<file path="config.mk">
export PLATFORM = sky130hd
export DESIGN_NAME = dual_ultrasonic_range_stop_top
export DESIGN_NICKNAME = d
export VERILOG_FILES = /design/src/hw/rtl/durs_pkg.sv /design/src/hw/rtl/durs_cfg.sv /design/src/hw/rtl/durs_seq.sv /design/src/hw/rtl/dual_ultrasonic_range_stop_top.sv
export SDC_FILE = /design/constraint.sdc
export NUM_CORES = 1
export LEC_CHECK = 0
export BUFFER_PORTS_ARGS = -buffer_cell sky130_fd_sc_hd__buf_4
export CORE_MARGIN = 1
export CORE_UTILIZATION = 53
export CTS_CLUSTER_DIAMETER = 100
export DETAILED_ROUTE_END_ITERATION = 10
export PLACE_DENSITY_LB_ADDON = 0.2
export SLEW_MARGIN = 25
export SYNTH_ARGS = -nofsm -noshare
export SYNTH_HDL_FRONTEND = slang
export SYNTH_HIERARCHICAL = 1
export SYNTH_SLANG_ARGS = --single-unit
</file>
<file path="constraint.sdc">
create_clock -name i_clk -period 4.3 [get_ports i_clk]
set_input_delay 1.075 -clock i_clk [delete_from_list [all_inputs] [get_ports i_clk]]
set_output_delay 1.075 -clock i_clk [all_outputs]
set_load 0.02 [all_outputs]
</file>
<file path="src/hw/rtl/durs_pkg.sv">
package durs_pkg;

    // Register indexes of the configuration port.
    localparam logic [2:0] REG_CLOSE_THRESHOLD = 3'd0;
    localparam logic [2:0] REG_TRIGGER_TICKS   = 3'd1;
    localparam logic [2:0] REG_SENSOR_GAP      = 3'd2;
    localparam logic [2:0] REG_ROUND_GAP       = 3'd3;
    localparam logic [2:0] REG_TICKS_PER_CM    = 3'd4;

    localparam int CFG_INDEX_W = 3;
    localparam int CFG_DATA_W  = 20;
    localparam int DIST_W      = 10;
    localparam int GAP_W       = 20;

    localparam int MAX_DISTANCE_CM_DEFAULT = 1023;

    // Reset values of the configuration registers.
    localparam logic [9:0]  RST_CLOSE_THRESHOLD = 10'd40;
    localparam logic [7:0]  RST_TRIGGER_TICKS   = 8'd10;
    localparam logic [7:0]  RST_SENSOR_GAP      = 8'd10;
    localparam logic [19:0] RST_ROUND_GAP       = 20'd500000;
    localparam logic [7:0]  RST_TICKS_PER_CM    = 8'd58;

    typedef struct packed {
        logic [9:0]  close_threshold_cm;
        logic [7:0]  trigger_ticks;
        logic [7:0]  sensor_gap_ticks;
        logic [19:0] round_gap_ticks;
        logic [7:0]  ticks_per_cm;
    } t_cfg;

    typedef struct packed {
        logic       trigger_first;
        logic       trigger_second;
        logic [9:0] distance_cm;
        logic       distance_valid;
        logic       sensor_index;
        logic       stop;
    } t_result;

endpackage

</file>
<file path="src/hw/rtl/durs_cfg.sv">
module durs_cfg (
    input  logic                              i_clk,
    input  logic                              i_rst_n,
    input  logic                              i_cfg_valid,
    output logic                              o_cfg_ready,
    input  logic [durs_pkg::CFG_INDEX_W-1:0]  i_cfg_index,
    input  logic [durs_pkg::CFG_DATA_W-1:0]   i_cfg_data,
    output durs_pkg::t_cfg                    o_cfg
);

    durs_pkg::t_cfg r_cfg;

    assign o_cfg_ready = 1'b1;
    assign o_cfg       = r_cfg;

    // Writes to an index past the last register are dropped.
    always_ff @(posedge i_clk) begin
        if (!i_rst_n) begin
            r_cfg.close_threshold_cm <= durs_pkg::RST_CLOSE_THRESHOLD;
            r_cfg.trigger_ticks      <= durs_pkg::RST_TRIGGER_TICKS;
            r_cfg.sensor_gap_ticks   <= durs_pkg::RST_SENSOR_GAP;
            r_cfg.round_gap_ticks    <= durs_pkg::RST_ROUND_GAP;
            r_cfg.ticks_per_cm       <= durs_pkg::RST_TICKS_PER_CM;
        end else if (i_cfg_valid) begin
            case (i_cfg_index)
                durs_pkg::REG_CLOSE_THRESHOLD: begin
                    r_cfg.close_threshold_cm <= i_cfg_data[9:0];
                end
                durs_pkg::REG_TRIGGER_TICKS: begin
                    r_cfg.trigger_ticks <= i_cfg_data[7:0];
                end
                durs_pkg::REG_SENSOR_GAP: begin
                    r_cfg.sensor_gap_ticks <= i_cfg_data[7:0];
                end
                durs_pkg::REG_ROUND_GAP: begin
                    r_cfg.round_gap_ticks <= i_cfg_data[19:0];
                end
                durs_pkg::REG_TICKS_PER_CM: begin
                    r_cfg.ticks_per_cm <= i_cfg_data[7:0];
                end
                default: begin
                end
            endcase
        end
    end

endmodule

</file>
<file path="src/hw/rtl/durs_seq.sv">
module durs_seq #(
    parameter int MAX_DISTANCE_CM = durs_pkg::MAX_DISTANCE_CM_DEFAULT
) (
    input  logic              i_clk,
    input  logic              i_rst_n,
    input  durs_pkg::t_cfg    i_cfg,
    input  logic              i_in_valid,
    output logic              o_in_ready,
    input  logic              i_echo_first,
    input  logic              i_echo_second,
    output logic              o_out_valid,
    input  logic              i_out_ready,
    output durs_pkg::t_result o_res
);

    localparam int DW = $clog2(MAX_DISTANCE_CM + 1);
    localparam int CW = (DW > durs_pkg::DIST_W) ? DW : durs_pkg::DIST_W;
    localparam logic [DW-1:0] DIST_MAX = DW'(MAX_DISTANCE_CM);

    typedef enum logic [3:0] {
        PH_TRIG1 = 4'd0,
        PH_WAIT1 = 4'd1,
        PH_TIME1 = 4'd2,
        PH_GAP   = 4'd3,
        PH_TRIG2 = 4'd4,
        PH_WAIT2 = 4'd5,
        PH_TIME2 = 4'd6,
        PH_ROUND = 4'd7,
        PH_HALT  = 4'd8
    } t_phase;

    t_phase                             r_phase, n_phase;
    logic [durs_pkg::GAP_W-1:0]         r_cnt, n_cnt;
    logic [7:0]                         r_sub, n_sub;
    logic [DW-1:0]                      r_dist, n_dist;
    logic                               r_stopped, n_stopped;
    logic [durs_pkg::DIST_W-1:0]        r_last_dist, n_last_dist;
    logic                               r_last_sensor, n_last_sensor;
    logic                               r_out_valid;
    durs_pkg::t_result                  r_res;

    logic                               accept;
    logic                               t1, t2, meas_valid;
    logic [durs_pkg::GAP_W-1:0]         cnt_inc;
    logic [7:0]                         sub_base, sub_inc;
    logic [DW-1:0]                      dist_base, dist_cnt;
    logic                               echo_sel;
    logic [CW-1:0]                      dist_ext;

    assign o_in_ready  = !r_out_valid || i_out_ready;
    assign accept      = i_in_valid && o_in_ready;
    assign o_out_valid = r_out_valid;
    assign o_res       = r_res;

    assign cnt_inc  = r_cnt + 1'b1;
    assign dist_ext = CW'(r_dist);
    assign echo_sel = (r_phase == PH_WAIT2 || r_phase == PH_TIME2) ? i_echo_second
                                                                    : i_echo_first;

    // One echo tick of the counting divider; a wait phase restarts it from zero.
    always_comb begin
        sub_base  = (r_phase == PH_WAIT1 || r_phase == PH_WAIT2) ? 8'd0 : r_sub;
        dist_base = (r_phase == PH_WAIT1 || r_phase == PH_WAIT2) ? '0 : r_dist;
        sub_inc   = sub_base + 8'd1;
        dist_cnt  = dist_base;
        if (sub_inc >= i_cfg.ticks_per_cm || sub_inc == 8'd0) begin
            sub_inc = 8'd0;
            if (dist_base < DIST_MAX) begin
                dist_cnt = dist_base + 1'b1;
            end
        end
    end

    always_comb begin
        n_phase       = r_phase;
        n_cnt         = r_cnt;
        n_sub         = r_sub;
        n_dist        = r_dist;
        n_stopped     = r_stopped;
        n_last_dist   = r_last_dist;
        n_last_sensor = r_last_sensor;
        t1            = 1'b0;
        t2            = 1'b0;
        meas_valid    = 1'b0;
        case (r_phase)
            PH_TRIG1, PH_TRIG2: begin
                t1    = (r_phase == PH_TRIG1);
                t2    = (r_phase == PH_TRIG2);
                n_cnt = cnt_inc;
                if (cnt_inc >= durs_pkg::GAP_W'(i_cfg.trigger_ticks)) begin
                    n_cnt   = '0;
                    n_phase = (r_phase == PH_TRIG2) ? PH_WAIT2 : PH_WAIT1;
                end
            end
            PH_WAIT1, PH_WAIT2: begin
                if (echo_sel) begin
                    n_sub   = sub_inc;
                    n_dist  = dist_cnt;
                    n_phase = (r_phase == PH_WAIT2) ? PH_TIME2 : PH_TIME1;
                end
            end
            PH_TIME1, PH_TIME2: begin
                if (echo_sel) begin
                    n_sub  = sub_inc;
                    n_dist = dist_cnt;
                end else begin
                    meas_valid    = 1'b1;
                    n_last_dist   = dist_ext[durs_pkg::DIST_W-1:0];
                    n_last_sensor = (r_phase == PH_TIME2);
                    n_cnt         = '0;
                    if (dist_ext < CW'(i_cfg.close_threshold_cm)) begin
                        n_stopped = 1'b1;
                        n_phase   = PH_HALT;
                    end else if (r_phase == PH_TIME2) begin
                        n_phase = (i_cfg.round_gap_ticks == '0) ? PH_TRIG1 : PH_ROUND;
                    end else begin
                        n_phase = (i_cfg.sensor_gap_ticks == 8'd0) ? PH_TRIG2 : PH_GAP;
                    end
                end
            end
            PH_GAP: begin
                n_cnt = cnt_inc;
                if (cnt_inc >= durs_pkg::GAP_W'(i_cfg.sensor_gap_ticks)) begin
                    n_cnt   = '0;
                    n_phase = PH_TRIG2;
                end
            end
            PH_ROUND: begin
                n_cnt = cnt_inc;
                if (cnt_inc >= i_cfg.round_gap_ticks) begin
                    n_cnt   = '0;
                    n_phase = PH_TRIG1;
                end
            end
            PH_HALT: begin
            end
            default: begin
                n_phase = PH_TRIG1;
                n_cnt   = '0;
            end
        endcase
    end

    always_ff @(posedge i_clk) begin
        if (!i_rst_n) begin
            r_phase       <= PH_TRIG1;
            r_cnt         <= '0;
            r_sub         <= '0;
            r_dist        <= '0;
            r_stopped     <= 1'b0;
            r_last_dist   <= '0;
            r_last_sensor <= 1'b0;
            r_out_valid   <= 1'b0;
        end else begin
            if (accept) begin
                r_phase       <= n_phase;
                r_cnt         <= n_cnt;
                r_sub         <= n_sub;
                r_dist        <= n_dist;
                r_stopped     <= n_stopped;
                r_last_dist   <= n_last_dist;
                r_last_sensor <= n_last_sensor;
                r_out_valid   <= 1'b1;
            end else if (i_out_ready) begin
                r_out_valid <= 1'b0;
            end
        end
    end

    always_ff @(posedge i_clk) begin
        if (accept) begin
            r_res.trigger_first  <= t1;
            r_res.trigger_second <= t2;
            r_res.distance_cm    <= n_last_dist;
            r_res.distance_valid <= meas_valid;
            r_res.sensor_index   <= n_last_sensor;
            r_res.stop           <= n_stopped;
        end
    end

endmodule

</file>
<file path="src/hw/rtl/dual_ultrasonic_range_stop_top.sv">
// Two-sensor ultrasonic ranger with a sticky stop flag. Every input beat is
// one microsecond tick carrying both echo line levels, and every input beat
// yields exactly one output beat carrying both trigger levels, the last
// completed distance in centimeters with its sensor, a one-tick completion
// flag and the stop flag. The sensors are ranged in turn: trigger pulse,
// wait for the echo to rise, time the echo with a counting divider by
// ticks_per_cm, then a short gap before the second sensor and a long gap
// before the next round. A reading below the threshold halts ranging until
// reset. The echo waits have no timeout. Throughput is one beat per clock
// unless stalled: the phase sequencer is a single register stage that advances
// once per accepted beat, and the output register lets a new beat in on the
// same cycle the previous result is taken. The user writes configuration
// through the register port while no beat is in flight; this is not enforced.
module dual_ultrasonic_range_stop_top #(
    parameter int MAX_DISTANCE_CM = durs_pkg::MAX_DISTANCE_CM_DEFAULT
) (
    input  logic                              i_clk,
    input  logic                              i_rst_n,
    // Input stream.
    input  logic                              s_axis_tvalid,
    output logic                              s_axis_tready,
    // [0] echo_first, [1] echo_second, [7:2] zero
    input  logic [7:0]                        s_axis_tdata,
    // Output stream.
    output logic                              m_axis_tvalid,
    input  logic                              m_axis_tready,
    // [0] trigger_first, [1] trigger_second, [11:2] distance_cm,
    // [12] distance_valid, [13] stop, [15:14] zero
    output logic [15:0]                       m_axis_tdata,
    // [0] sensor_index
    output logic                              m_axis_tuser,
    // Configuration write port.
    input  logic                              i_cfg_valid,
    output logic                              o_cfg_ready,
    input  logic [durs_pkg::CFG_INDEX_W-1:0]  i_cfg_index,
    input  logic [durs_pkg::CFG_DATA_W-1:0]   i_cfg_data
);

    durs_pkg::t_cfg    cfg;
    durs_pkg::t_result res;

    durs_cfg u_cfg (
        .i_clk       (i_clk),
        .i_rst_n     (i_rst_n),
        .i_cfg_valid (i_cfg_valid),
        .o_cfg_ready (o_cfg_ready),
        .i_cfg_index (i_cfg_index),
        .i_cfg_data  (i_cfg_data),
        .o_cfg       (cfg)
    );

    durs_seq #(
        .MAX_DISTANCE_CM (MAX_DISTANCE_CM)
    ) u_seq (
        .i_clk         (i_clk),
        .i_rst_n       (i_rst_n),
        .i_cfg         (cfg),
        .i_in_valid    (s_axis_tvalid),
        .o_in_ready    (s_axis_tready),
        .i_echo_first  (s_axis_tdata[0]),
        .i_echo_second (s_axis_tdata[1]),
        .o_out_valid   (m_axis_tvalid),
        .i_out_ready   (m_axis_tready),
        .o_res         (res)
    );

    // Padding bits of the input beat are not used.
    assign m_axis_tdata = {2'b00, res.stop, res.distance_valid, res.distance_cm,
                           res.trigger_second, res.trigger_first};
    assign m_axis_tuser = res.sensor_index;

endmodule

</file>
==> results.toml <==
[synthesis]
synth-seq-cells = 124
ys_types = 74
yosysSeqAreaShare_pct = 35.50
synth_simple_gate_area_share_pct = 23.03
synthArstFlopShare_pct = 0
synth.top_cells.by_area = "dfxtp_1 29%, ha_1 9.1%, mux2i_1 8.1%, edfxtp_1 6.1%, nand2_1 5.6%"
yosys.area_share.xor_xnor_pct = 2.362
synth_top_area_share_pct = 29.42
syn_area_um2 = 7416
synth-edff-count = 15
synth.avg_cell_area_um2 = 8.633
syn_inst = 859
synth_warnings = 6
yosysTopAreaCell = "dfxtp_1"
synthFlopType = "dfxtp_1"
synth_fa_ha_area_share_pct = 9.111
synth_top_family_by_area = "simple AND/OR/NAND/NOR gates"
synth_compound_area_share_pct = 14.00
synth_mux_area_share_pct = 9.617

[sta]
final-setup-viol-count = 0
finalHoldViolCount = 0
relSlewSlack_pct = 31.02
tns_ps = 0
tightest_slew_ps = 1030
fin_skew_ps = 5.525
fin_crit_sh_pct = 94.93
drv_slew = 0
period_needed_ps = 4082
fmax_ghz = 0.2450
rsz0062_at_grt = "true"

[route]
drc_errors = 0
wl_per_cell_um = 17.33
final_antenna_net_count = 0
totalWireLength_um = 18730
drtPass1Iterations = 5
drt_iter0_markers = 392
routed_via_density = 5.864
vias = 6339

[grt]
grt_max_degree = 51
grt_antenna_before_repair = 0
grt_overflow = 0
grt_pass1_vias = 6412
grt_usage_pct = 27.19
grt_first_pass_wirelength_um = 30990

[critical_path]
critPathMaxStageDelay_ps = 460
rr_endpoint = "u_seq/r_cnt[10]"
endpoint_kind = "register"
path_depth = 16
rrSetupSlack_ps = 220
crit_slowest_cell = "dfxtp_1"
crit_buf_inv = 2
critical-path-top-delay-family = "compound AO/OA/AOI/OAI gates"
r2r_start = "u_seq/r_cnt[3]"
critical_path_class = "reg2reg"
worstRegToRegCells = 16
path_cells = "and4_2 > nand3_2 > nor4_1 > buf_4 > nand2b_1 > nand2_1 > ha_1 > a21oi_1 > a21oi_1 > a2111oi_1 > o221ai_1 > a311oi_2 > a211oi_2 > buf_4 > nor4b_1 > a221o_1"
crit_path_start_kind = "register"
critPathArrivalTime_ps = 4440
crit_fanout = 9
worstPathRequired_ps = 4660

[clock_network]
cts-root-buf = "clkbuf_16"
cts-htree-levels = 4
clk_pin_slew_ps = 60
cts_made_buffers = 17
clock_latency_ps = 420
clockBufferDepth = 2
cts_setup_buffers = 0
tritoncts = "yes"
cts_sinks = 124
cts_hold_buf = 0
post_cts_resized = 0

[cells_and_area]
final_common_cell = "nand2_1"
fillers = 1152
final_nets = 982
final_cell_mix = "111 x nand2_1, 108 x dfxtp_1, 65 x buf_4, 60 x mux2i_1, 59 x inv_1"
drive_above_1_share_pct = 13.70
finalCoreUtilization_pct = 63.58
area_growth_pct = 15.34
fin_area_um2 = 8553
num_antenna_cells = 0

[floorplan]
start_util_pct = 55.12
std_cell_rows = 42
fp.dieArea_um2 = 14470
die_x_um = 120.3
die_y_um = 120.3
ios = 56
core_um2 = 13450

[pwr]
p_leak_nw = 3.844
peakVddDrop_mv = 0.2948
p_total_mw = 3.009
power_density_nw_per_um2 = 351.8

[placement]
post-dp-hpwl_um = 13410
gp_congestion = 0.9057
place_area_um2 = 7910
numPortBuffers = 46

[hold_path]
whs_endpoint = "u_cfg/o_cfg[50]"
min_path_type = "reg2reg"
min_from = "u_cfg/o_cfg[50]"
hold_depth = 2

[run]
max_cap_violations = 0

[outcome]
outcome = "completed"
-- synthesized netlist by cell type (all sizes together) (17+ instances only) --
cell type and instances:
buf 20, inv 59, a21o 17, nor2 54, nand3 24, o21ai 17
nor3 25, nor2b 31, dfxtp 109, nand4 17, clkbuf 33, mux2i 60
ha 54, nand2 112, a21oi 33
-- worst max-delay path by stage --
stage                          start           endpoint  slack (ps)
CTS                   u_seq/r_cnt[2]    u_seq/r_cnt[10]         200
finish                u_seq/r_cnt[3]    u_seq/r_cnt[10]         220
global route          u_seq/r_cnt[3]    u_seq/r_cnt[18]         -20
floorplan           u_seq/r_phase[0]  u_seq/dist_ext[2]         690
detailed placement    u_seq/r_cnt[2]    u_seq/r_cnt[10]         230
global placement      u_seq/r_cnt[2]    u_seq/r_cnt[10]         410
-- logic make-up (layout without fill, tap and decap cells) --
logic type | count (synthesis) | after routing
buffers and inverters | 112 | 157
adders and majority gates | 54 | 54
and+or+nand+nor | 335 | 335
AOI/OAI and AO/OA | 142 | 142
other | 2 | 3
xor gates and xnor gates | 20 | 20
DFF | 124 | 124
muxes | 70 | 70
-- power by group --
part	switching [mW]	total, mW	internal [mW]
registers	0.0210	1.23	1.21
logic	0.133	0.229	0.0965
clock network	0.525	1.55	1.03
-- per-stage QoR --
step / hold slack (ps) / setup slack (ps) / std cells
2_1_floorplan: 434.7 / 688.2 / 860
3_3_place_gp: 446.3 / 405.7 / 1049
3_5_place_dp: 454.3 / 233.5 / 1049
4_1_cts: 461.5 / 202.2 / 1081
5_1_grt: 481.5 / -18.35 / 1081
6_report: 461.5 / 217.9 / 1081
-- registers in the layout (all words and copies together), names as in the netlist --
signal	flops
u_seq/o_out_valid	1
u_seq/r_phase	4
u_seq/r_last_dist	10
u_seq/o_res	15
u_seq/r_sub	8
u_seq/dist_ext	10
u_seq/r_last_sensor	1
u_seq/r_stopped	1
u_cfg/o_cfg	54
u_seq/r_cnt	20
-- worst min-delay path, cell delays in order, from the launching register on --
cell,delay (ps)
dfxtp_1,300
nand2_1,50
mux2i_1,50
-- metal layers --
layer / share of wire, % / up-vias / GRT usage (%)
li1: - / 3107 / -
met1: 43 / 3034 / 31.50
met2: 50 / 160 / 48.81
met3: 4.0 / 38 / 5.094
met4: 2.6 / 0 / 11.42
met5: 0 / - / 0
-- layout make-up --
| cell class | instances | area [um^2] | area share [%] |
|---|---|---|---|
| clock buffer | 21 | 440.4 | 5.149 |
| clock inverter | 11 | 190.2 | 2.224 |
| inverter | 59 | 221.5 | 2.589 |
| multi-input combinational | 624 | 4339 | 50.73 |
| sequential | 124 | 2634 | 30.79 |
| tap | 176 | 220.2 | 2.575 |
| timing repair buffer | 66 | 508.0 | 5.939 |
(Power assumes the default switching activity.)
